**src/rtl/efcpf_pkg.sv**
```systemverilog
// Shared types, constants and CRC tables for the frame check and position filter.
package efcpf_pkg;

   localparam int WORD_W     = 16;
   localparam int POS_W      = 24;
   localparam int WINDOW_W   = 15;
   localparam int LIMIT_W    = 8;
   localparam int ANGLE_W    = 15;
   localparam int REV_W      = 9;
   localparam int MSG_BITS   = 4 * WORD_W;
   localparam int REQ_DATA_W = 64;
   localparam int RSP_DATA_W = 32;
   localparam int CSR_ADDR_W = 2;
   localparam int CSR_DATA_W = 16;

   localparam logic [7:0]          CRC_POLY    = 8'h1D;
   localparam logic [7:0]          CRC_INIT    = 8'hFF;
   localparam logic [7:0]          CRC_XOROUT  = 8'hFF;
   localparam logic [WORD_W-1:0]   SAFETY_MASK = 16'h7000;

   localparam logic [WORD_W-1:0]   COMMAND_RESET   = 16'h8023;
   localparam logic [WINDOW_W-1:0] WINDOW_RESET    = 15'd255;
   localparam logic [LIMIT_W-1:0]  TRY_LIMIT_RESET = 8'd255;

   typedef enum logic [CSR_ADDR_W-1:0] {
      CSR_COMMAND   = 2'd0,
      CSR_WINDOW    = 2'd1,
      CSR_TRY_LIMIT = 2'd2
   } csr_addr_type;

   typedef enum logic [1:0] {
      STATUS_ACCEPT = 2'd0,
      STATUS_BAD    = 2'd1,
      STATUS_REJECT = 2'd2
   } status_type;

   typedef struct packed {
      logic                    good;
      logic signed [POS_W-1:0] position;
   } frame_info_type;

   typedef logic [MSG_BITS-1:0][7:0] crc_cols_type;

   // Contribution of each message bit to the CRC (bit MSG_BITS-1 goes in first).
   function automatic crc_cols_type crc_columns();
      crc_cols_type cols;
      logic [7:0]   crc;
      logic         fb;
      for (int j = 0; j < MSG_BITS; j++) begin
         crc = '0;
         for (int i = MSG_BITS - 1; i >= 0; i--) begin
            fb  = crc[7] ^ (i == j);
            crc = {crc[6:0], 1'b0} ^ (fb ? CRC_POLY : 8'h00);
         end
         cols[j] = crc;
      end
      return cols;
   endfunction

   // CRC of an all-zero message from the init value.
   function automatic logic [7:0] crc_zero_msg();
      logic [7:0] crc;
      crc = CRC_INIT;
      for (int i = 0; i < MSG_BITS; i++) begin
         crc = {crc[6:0], 1'b0} ^ (crc[7] ? CRC_POLY : 8'h00);
      end
      return crc;
   endfunction

   localparam crc_cols_type CRC_COLS = crc_columns();
   localparam logic [7:0]   CRC_BASE = crc_zero_msg() ^ CRC_XOROUT;

endpackage

```
**src/rtl/efcpf_frame_check.sv**
```systemverilog
// Frame check: safety bits, CRC-8 over command and data words, position decode.
module efcpf_frame_check (
   input  logic [efcpf_pkg::WORD_W-1:0] command_word,
   input  logic [efcpf_pkg::WORD_W-1:0] angle_word,
   input  logic [efcpf_pkg::WORD_W-1:0] speed_word,
   input  logic [efcpf_pkg::WORD_W-1:0] revolution_word,
   input  logic [efcpf_pkg::WORD_W-1:0] safety_word,
   output efcpf_pkg::frame_info_type    info
);
   import efcpf_pkg::*;

   logic [MSG_BITS-1:0] msg;
   logic [7:0]          crc;
   logic                safety_ok;

   assign msg = {command_word, angle_word, speed_word, revolution_word};

   // CRC is linear: xor in the column of every set message bit.
   always_comb begin
      crc = CRC_BASE;
      for (int j = 0; j < MSG_BITS; j++) begin
         crc = crc ^ (msg[j] ? CRC_COLS[j] : 8'h00);
      end
   end

   assign safety_ok = (safety_word & SAFETY_MASK) == SAFETY_MASK;

   assign info.good     = safety_ok && (safety_word[7:0] == crc);
   // signed revolutions in the top bits, angle below: revs * 32768 + angle
   assign info.position = {revolution_word[REV_W-1:0], angle_word[ANGLE_W-1:0]};

endmodule

```
**src/rtl/efcpf_filter.sv**
```systemverilog
// Position filter: jump window against last accepted position, with try limit.
module efcpf_filter (
   input  logic                               clock,
   input  logic                               reset,
   input  logic                               step,
   input  efcpf_pkg::frame_info_type          info,
   input  logic [efcpf_pkg::WINDOW_W-1:0]     jump_window,
   input  logic [efcpf_pkg::LIMIT_W-1:0]      try_limit,
   output efcpf_pkg::status_type              status,
   output logic signed [efcpf_pkg::POS_W-1:0] position
);
   import efcpf_pkg::*;

   logic signed [POS_W-1:0] last_position_ff;
   logic                    have_reference_ff;
   logic [LIMIT_W-1:0]      reject_count_ff;

   logic signed [POS_W:0]   diff;
   logic signed [POS_W:0]   window;
   logic                    in_window;
   logic [LIMIT_W:0]        count_next;
   logic [LIMIT_W-1:0]      limit;
   logic                    over_limit;
   logic                    accept;

   assign diff   = {info.position[POS_W-1], info.position}
                   - {last_position_ff[POS_W-1], last_position_ff};
   assign window = $signed({{(POS_W + 1 - WINDOW_W){1'b0}}, jump_window});
   assign in_window = (diff <= window) && (diff >= -window);

   // limit of zero behaves as one
   assign limit      = (try_limit == '0) ? LIMIT_W'(1) : try_limit;
   assign count_next = {1'b0, reject_count_ff} + (LIMIT_W + 1)'(1);
   assign over_limit = count_next >= {1'b0, limit};

   assign accept = !have_reference_ff || in_window || over_limit;

   always_comb begin
      if (!info.good) begin
         status   = STATUS_BAD;
         position = '0;
      end else begin
         status   = accept ? STATUS_ACCEPT : STATUS_REJECT;
         position = info.position;
      end
   end

   always_ff @(posedge clock) begin
      if (reset) begin
         last_position_ff  <= '0;
         have_reference_ff <= 1'b0;
         reject_count_ff   <= '0;
      end else if (step && info.good) begin
         if (accept) begin
            last_position_ff  <= info.position;
            have_reference_ff <= 1'b1;
            reject_count_ff   <= '0;
         end else begin
            reject_count_ff <= count_next[LIMIT_W-1:0];
         end
      end
   end

endmodule

```
**src/rtl/encoder_frame_check_position_filter_top.sv**
```systemverilog
// Top level: sensor frame CRC/safety check and position jump filter.
// A request goes from req_ through the input register and the result register to rsp_.
// Throughput: one request per cycle; input register and result register each
// advance whenever the result register is empty or being taken.
// Reset (synchronous, active high): clears both valid stages and the filter
// state, and loads the register defaults (command 0x8023, window 255, limit 255).
module encoder_frame_check_position_filter_top (
   input  logic                                clock,
   input  logic                                reset,
   // request: angle_word [15:0], speed_word [31:16], revolution_word [47:32],
   //          safety_word [63:48]
   input  logic                                req_tvalid,
   output logic                                req_tready,
   input  logic [efcpf_pkg::REQ_DATA_W-1:0]    req_tdata,
   // result: status [1:0], position [25:2], zero [31:26]
   output logic                                rsp_tvalid,
   input  logic                                rsp_tready,
   output logic [efcpf_pkg::RSP_DATA_W-1:0]    rsp_tdata,
   // register writes: 0 command_word, 1 jump_window, 2 try_limit
   input  logic                                csr_wr_en,
   input  logic [efcpf_pkg::CSR_ADDR_W-1:0]    csr_addr,
   input  logic [efcpf_pkg::CSR_DATA_W-1:0]    csr_wdata
);
   import efcpf_pkg::*;

   // configuration registers
   logic [WORD_W-1:0]   command_word_ff;
   logic [WINDOW_W-1:0] jump_window_ff;
   logic [LIMIT_W-1:0]  try_limit_ff;

   // input register stage
   logic                  in_valid_ff;
   logic [REQ_DATA_W-1:0] in_data_ff;

   // result register stage
   logic                  rsp_valid_ff;
   logic [RSP_DATA_W-1:0] rsp_data_ff;
   logic [RSP_DATA_W-1:0] rsp_data_in;

   logic                    rsp_free;
   logic                    advance;
   frame_info_type          info;
   status_type              status;
   logic signed [POS_W-1:0] position;

   // result register can load when empty or drained this cycle
   assign rsp_free   = !rsp_valid_ff || rsp_tready;
   assign advance    = in_valid_ff && rsp_free;
   assign req_tready = !in_valid_ff || rsp_free;

   always_ff @(posedge clock) begin
      if (reset) begin
         command_word_ff <= COMMAND_RESET;
         jump_window_ff  <= WINDOW_RESET;
         try_limit_ff    <= TRY_LIMIT_RESET;
      end else if (csr_wr_en) begin
         unique case (csr_addr)
            CSR_COMMAND:   command_word_ff <= csr_wdata;
            CSR_WINDOW:    jump_window_ff  <= csr_wdata[WINDOW_W-1:0];
            CSR_TRY_LIMIT: try_limit_ff    <= csr_wdata[LIMIT_W-1:0];
            default:       ; // unmapped index, write dropped
         endcase
      end
   end

   // input stage: payload loads on every accepted request
   always_ff @(posedge clock) begin
      if (reset) begin
         in_valid_ff <= 1'b0;
      end else if (req_tready) begin
         in_valid_ff <= req_tvalid;
      end
   end

   always_ff @(posedge clock) begin
      if (req_tvalid && req_tready) begin
         in_data_ff <= req_tdata;
      end
   end

   efcpf_frame_check u_frame_check (
      .command_word    (command_word_ff),
      .angle_word      (in_data_ff[15:0]),
      .speed_word      (in_data_ff[31:16]),
      .revolution_word (in_data_ff[47:32]),
      .safety_word     (in_data_ff[63:48]),
      .info            (info)
   );

   // filter state moves in the same cycle the result is registered, so the
   // next request in line already sees it
   efcpf_filter u_filter (
      .clock       (clock),
      .reset       (reset),
      .step        (advance),
      .info        (info),
      .jump_window (jump_window_ff),
      .try_limit   (try_limit_ff),
      .status      (status),
      .position    (position)
   );

   assign rsp_data_in = {{(RSP_DATA_W - POS_W - 2){1'b0}}, position, status};

   always_ff @(posedge clock) begin
      if (reset) begin
         rsp_valid_ff <= 1'b0;
      end else if (rsp_free) begin
         rsp_valid_ff <= in_valid_ff;
      end
   end

   always_ff @(posedge clock) begin
      if (advance) begin
         rsp_data_ff <= rsp_data_in;
      end
   end

   assign rsp_tvalid = rsp_valid_ff;
   assign rsp_tdata  = rsp_data_ff;

endmodule

```
**config.mk**
```make
export PLATFORM = sky130hd
export DESIGN_NAME = encoder_frame_check_position_filter_top
export DESIGN_NICKNAME = d
export VERILOG_FILES = /design/src/rtl/efcpf_pkg.sv /design/src/rtl/efcpf_frame_check.sv /design/src/rtl/efcpf_filter.sv /design/src/rtl/encoder_frame_check_position_filter_top.sv
export SDC_FILE = /design/constraint.sdc
export NUM_CORES = 1
export LEC_CHECK = 0
export BUFFER_PORTS_ARGS = -buffer_cell sky130_fd_sc_hd__buf_2
export CAP_MARGIN = 20
export CORE_MARGIN = 3
export CORE_UTILIZATION = 55
export CTS_BUF_LIST = sky130_fd_sc_hd__clkbuf_16
export DETAILED_ROUTE_END_ITERATION = 16
export MAX_ROUTING_LAYER = met4
export PLACE_DENSITY = 0.76
export SLEW_MARGIN = 20
export SYNTH_ARGS = -nofsm -noshare
export SYNTH_HDL_FRONTEND = slang
export SYNTH_HIERARCHICAL = 1
export SYNTH_SLANG_ARGS = --single-unit
```
**constraint.sdc**
```tcl
create_clock -name clock -period 6.8 [get_ports clock]
set_input_delay 0.34 -clock clock [delete_from_list [all_inputs] [get_ports clock]]
set_output_delay 0.34 -clock clock [all_outputs]
set_load 0.01 [all_outputs]
```
==> flow_summary.yaml <==
die:
  core_area_um2: 18300
  die_x_um: 144
  initial_utilization_pct: 57.0
  row_count: 49
  die_h_um: 144
  fp.dieArea_um2: 20700
  io_pins: 121
min_path:
  min_from: "req_tdata[52]"
  hold_class: "input pin to flip-flop"
sta:
  tightestPinTransition_ns: 0.927
  layout_setup_ws_ns: 1.28
  slew_violations: 0
  setup_viol: 0
  rsz0062_at_grt: "no"
  fin_setup_tns_ns: 0
  min_period_ns: 5.52
  final-hold-violation-count: 0
  fmaxAchievable_mhz: 181
  slew_headroom_pct: 38.2
  finalClockSkew_ns: 0.0137
  timing.final.crit_share_pct: 81.1
setup_path:
  worst_setup_path_end_kind: "flip-flop"
  crit_type: "flip-flop to flip-flop"
  critPathRequiredTime_ns: 7.16
  r2r_start: "in_data_ff[0]$_DFFE_PP_"
  start_kind: "flip-flop"
  startpoint: "in_data_ff[0]$_DFFE_PP_"
  crit_arrival_ns: 5.88
  r2r_setup_slack_ns: 1.28
  cp_max_fo: 19
global_route:
  grt_use_total_pct: 23.9
  met2_usage_pct: 39.6
  grt_max_degree: 118
  overflow: 0
  grt_use_met3_pct: 3.99
  antenna_found_initial: 0
  met1_usage_pct: 30.6
  grt_pass1_wl_mm: 36.8
  gr-max-usage-layer: "met2"
  grt_pass1_vias: 7089
power:
  p_total_w: 0.00270
  power.density_nw_per_um2: 234
  p_leak_nw: 4.74
  ir_worst_vdd_mv: 0.190
finish:
  nFillCells: 1476
  area_delta_synth_final_pct: 10.3
  layout.nets: 1233
  final_common_cell: "buf_2"
  multi_input_area_um2: 5810
  seq_area_um2: 4030
  layout_common_cells: "109 x buf_2, 102 x xnor2_1, 88 x nand2b_1"
  drive_above_1_share_pct: 15.4
  diodes: 0
detailed_routing:
  vias_per_cell: 5.49
  drc_errors: 0
  vias: 7216
  wl_per_cell_um: 17.7
  dr.pass1.iters: 5
  ant_nets: 0
  finalWirelength_mm: 23.3
  drtIter0Drc: 462
clocking:
  cts.sink_count: 159
  cts_resized: 0
  path_clk_slew_ns: 0.07
  numCtsBuffers: 17
  root_buffer: "clkbuf_16"
  hold_buffers: 0
  cts_tree: "done"
  clock_latency_ns: 0.44
  postCtsSetupRepairBufs: 0
  clk_path_buf_depth: 2
  htreeDepth: 4
synth:
  postSynthCellCount: 999
  postSynthAreaPerCell_um2: 10.5
  yosysWarningCount: 6
  synth_area_um2: 10500
place:
  place_ws_ns: 1.32
  io_buffers: 109
  globalplace.congestion: 0.886
  dp_hpwl_mm: 17.7
run:
  drv_cap: 0
run_status:
  status: "completed"
-- worst paths after layout --
check	cells past startpoint	to
hold reg to reg	2	rsp_tvalid$_SDFFE_PP0P_
hold / removal	1	in_data_ff[52]$_DFFE_PP_
setup / recovery	21	u_filter/last_position_ff[6]$_SDFFE_PP0P_
setup reg to reg	21	u_filter/last_position_ff[6]$_SDFFE_PP0P_
-- where the power goes --
group	internal (W)	switching (W)	total, W	leakage (nW)
registers	0.00105	0.0000400	0.00109	1.40
clock network	0.000510	0.000444	0.000955	0.296
logic	0.000348	0.000302	0.000650	3.04
-- layout make-up --
class                           instances  share of cell area, %
Multi-Input combinational cell        719                   50.4
Sequential cell                       159                   35.0
Timing Repair Buffer                  114                   5.06
Clock buffer                           18                   3.91
Tap cell                              229                   2.48
Inverter                               62                   2.02
Clock inverter                         14                   1.17
-- critical path, cell delays in order, from the launching register on --
cell and delay, ns:
edfxtp_1 0.47, inv_1 0.09, ha_1 0.23, fa_1 0.40, nor2b_1 0.20, o2111a_1 0.25, nor2_1 0.08, o21a_1 0.20
o21ai_0 0.21, xor2_1 0.27, ha_1 0.30, a21oi_1 0.16, nor2b_1 0.06, o21ai_0 0.14, o211ai_1 0.11, o21a_1 0.22
or3_1 0.34, nor4_1 0.23, a311oi_1 0.21, a211oi_4 0.58, buf_4 0.45, mux2i_1 0.23
-- state kept, by name, indices dropped and copies added, names as in the netlist --
| signal | cells |
|---|---|
| in_data_ff | 59 |
| rsp_tdata | 26 |
| u_filter/last_position_ff | 24 |
| command_word_ff | 16 |
| jump_window_ff | 15 |
| try_limit_ff | 8 |
| u_filter/reject_count_ff | 8 |
| in_valid_ff | 1 |
| rsp_tvalid | 1 |
| u_filter/have_reference_ff | 1 |
-- routing by layer --
metal | routed length, um | share of wire (%) | vias up
met5 | 0 | 0 | -
met4 | 408 | 1.8 | 0
met3 | 866 | 3.7 | 30
met2 | 11600 | 50 | 171
met1 | 10400 | 45 | 3416
li1 | - | - | 3599
-- metrics by stage --
stage / instance area [um2] / cells / utilization, % / hold slack [ns]
floorplan: 10500 / 1004 / - / 0.434
global placement: 10900 / 1283 / 59.7 / 0.451
detailed placement: 10900 / 1283 / 59.7 / 0.459
CTS: 11500 / 1315 / 62.9 / 0.0510
global route: 11500 / 1315 / 62.9 / 0.0518
finish: 11500 / 1315 / 62.9 / 0.0682
No activity file was read; power rests on OpenSTA's default activity.
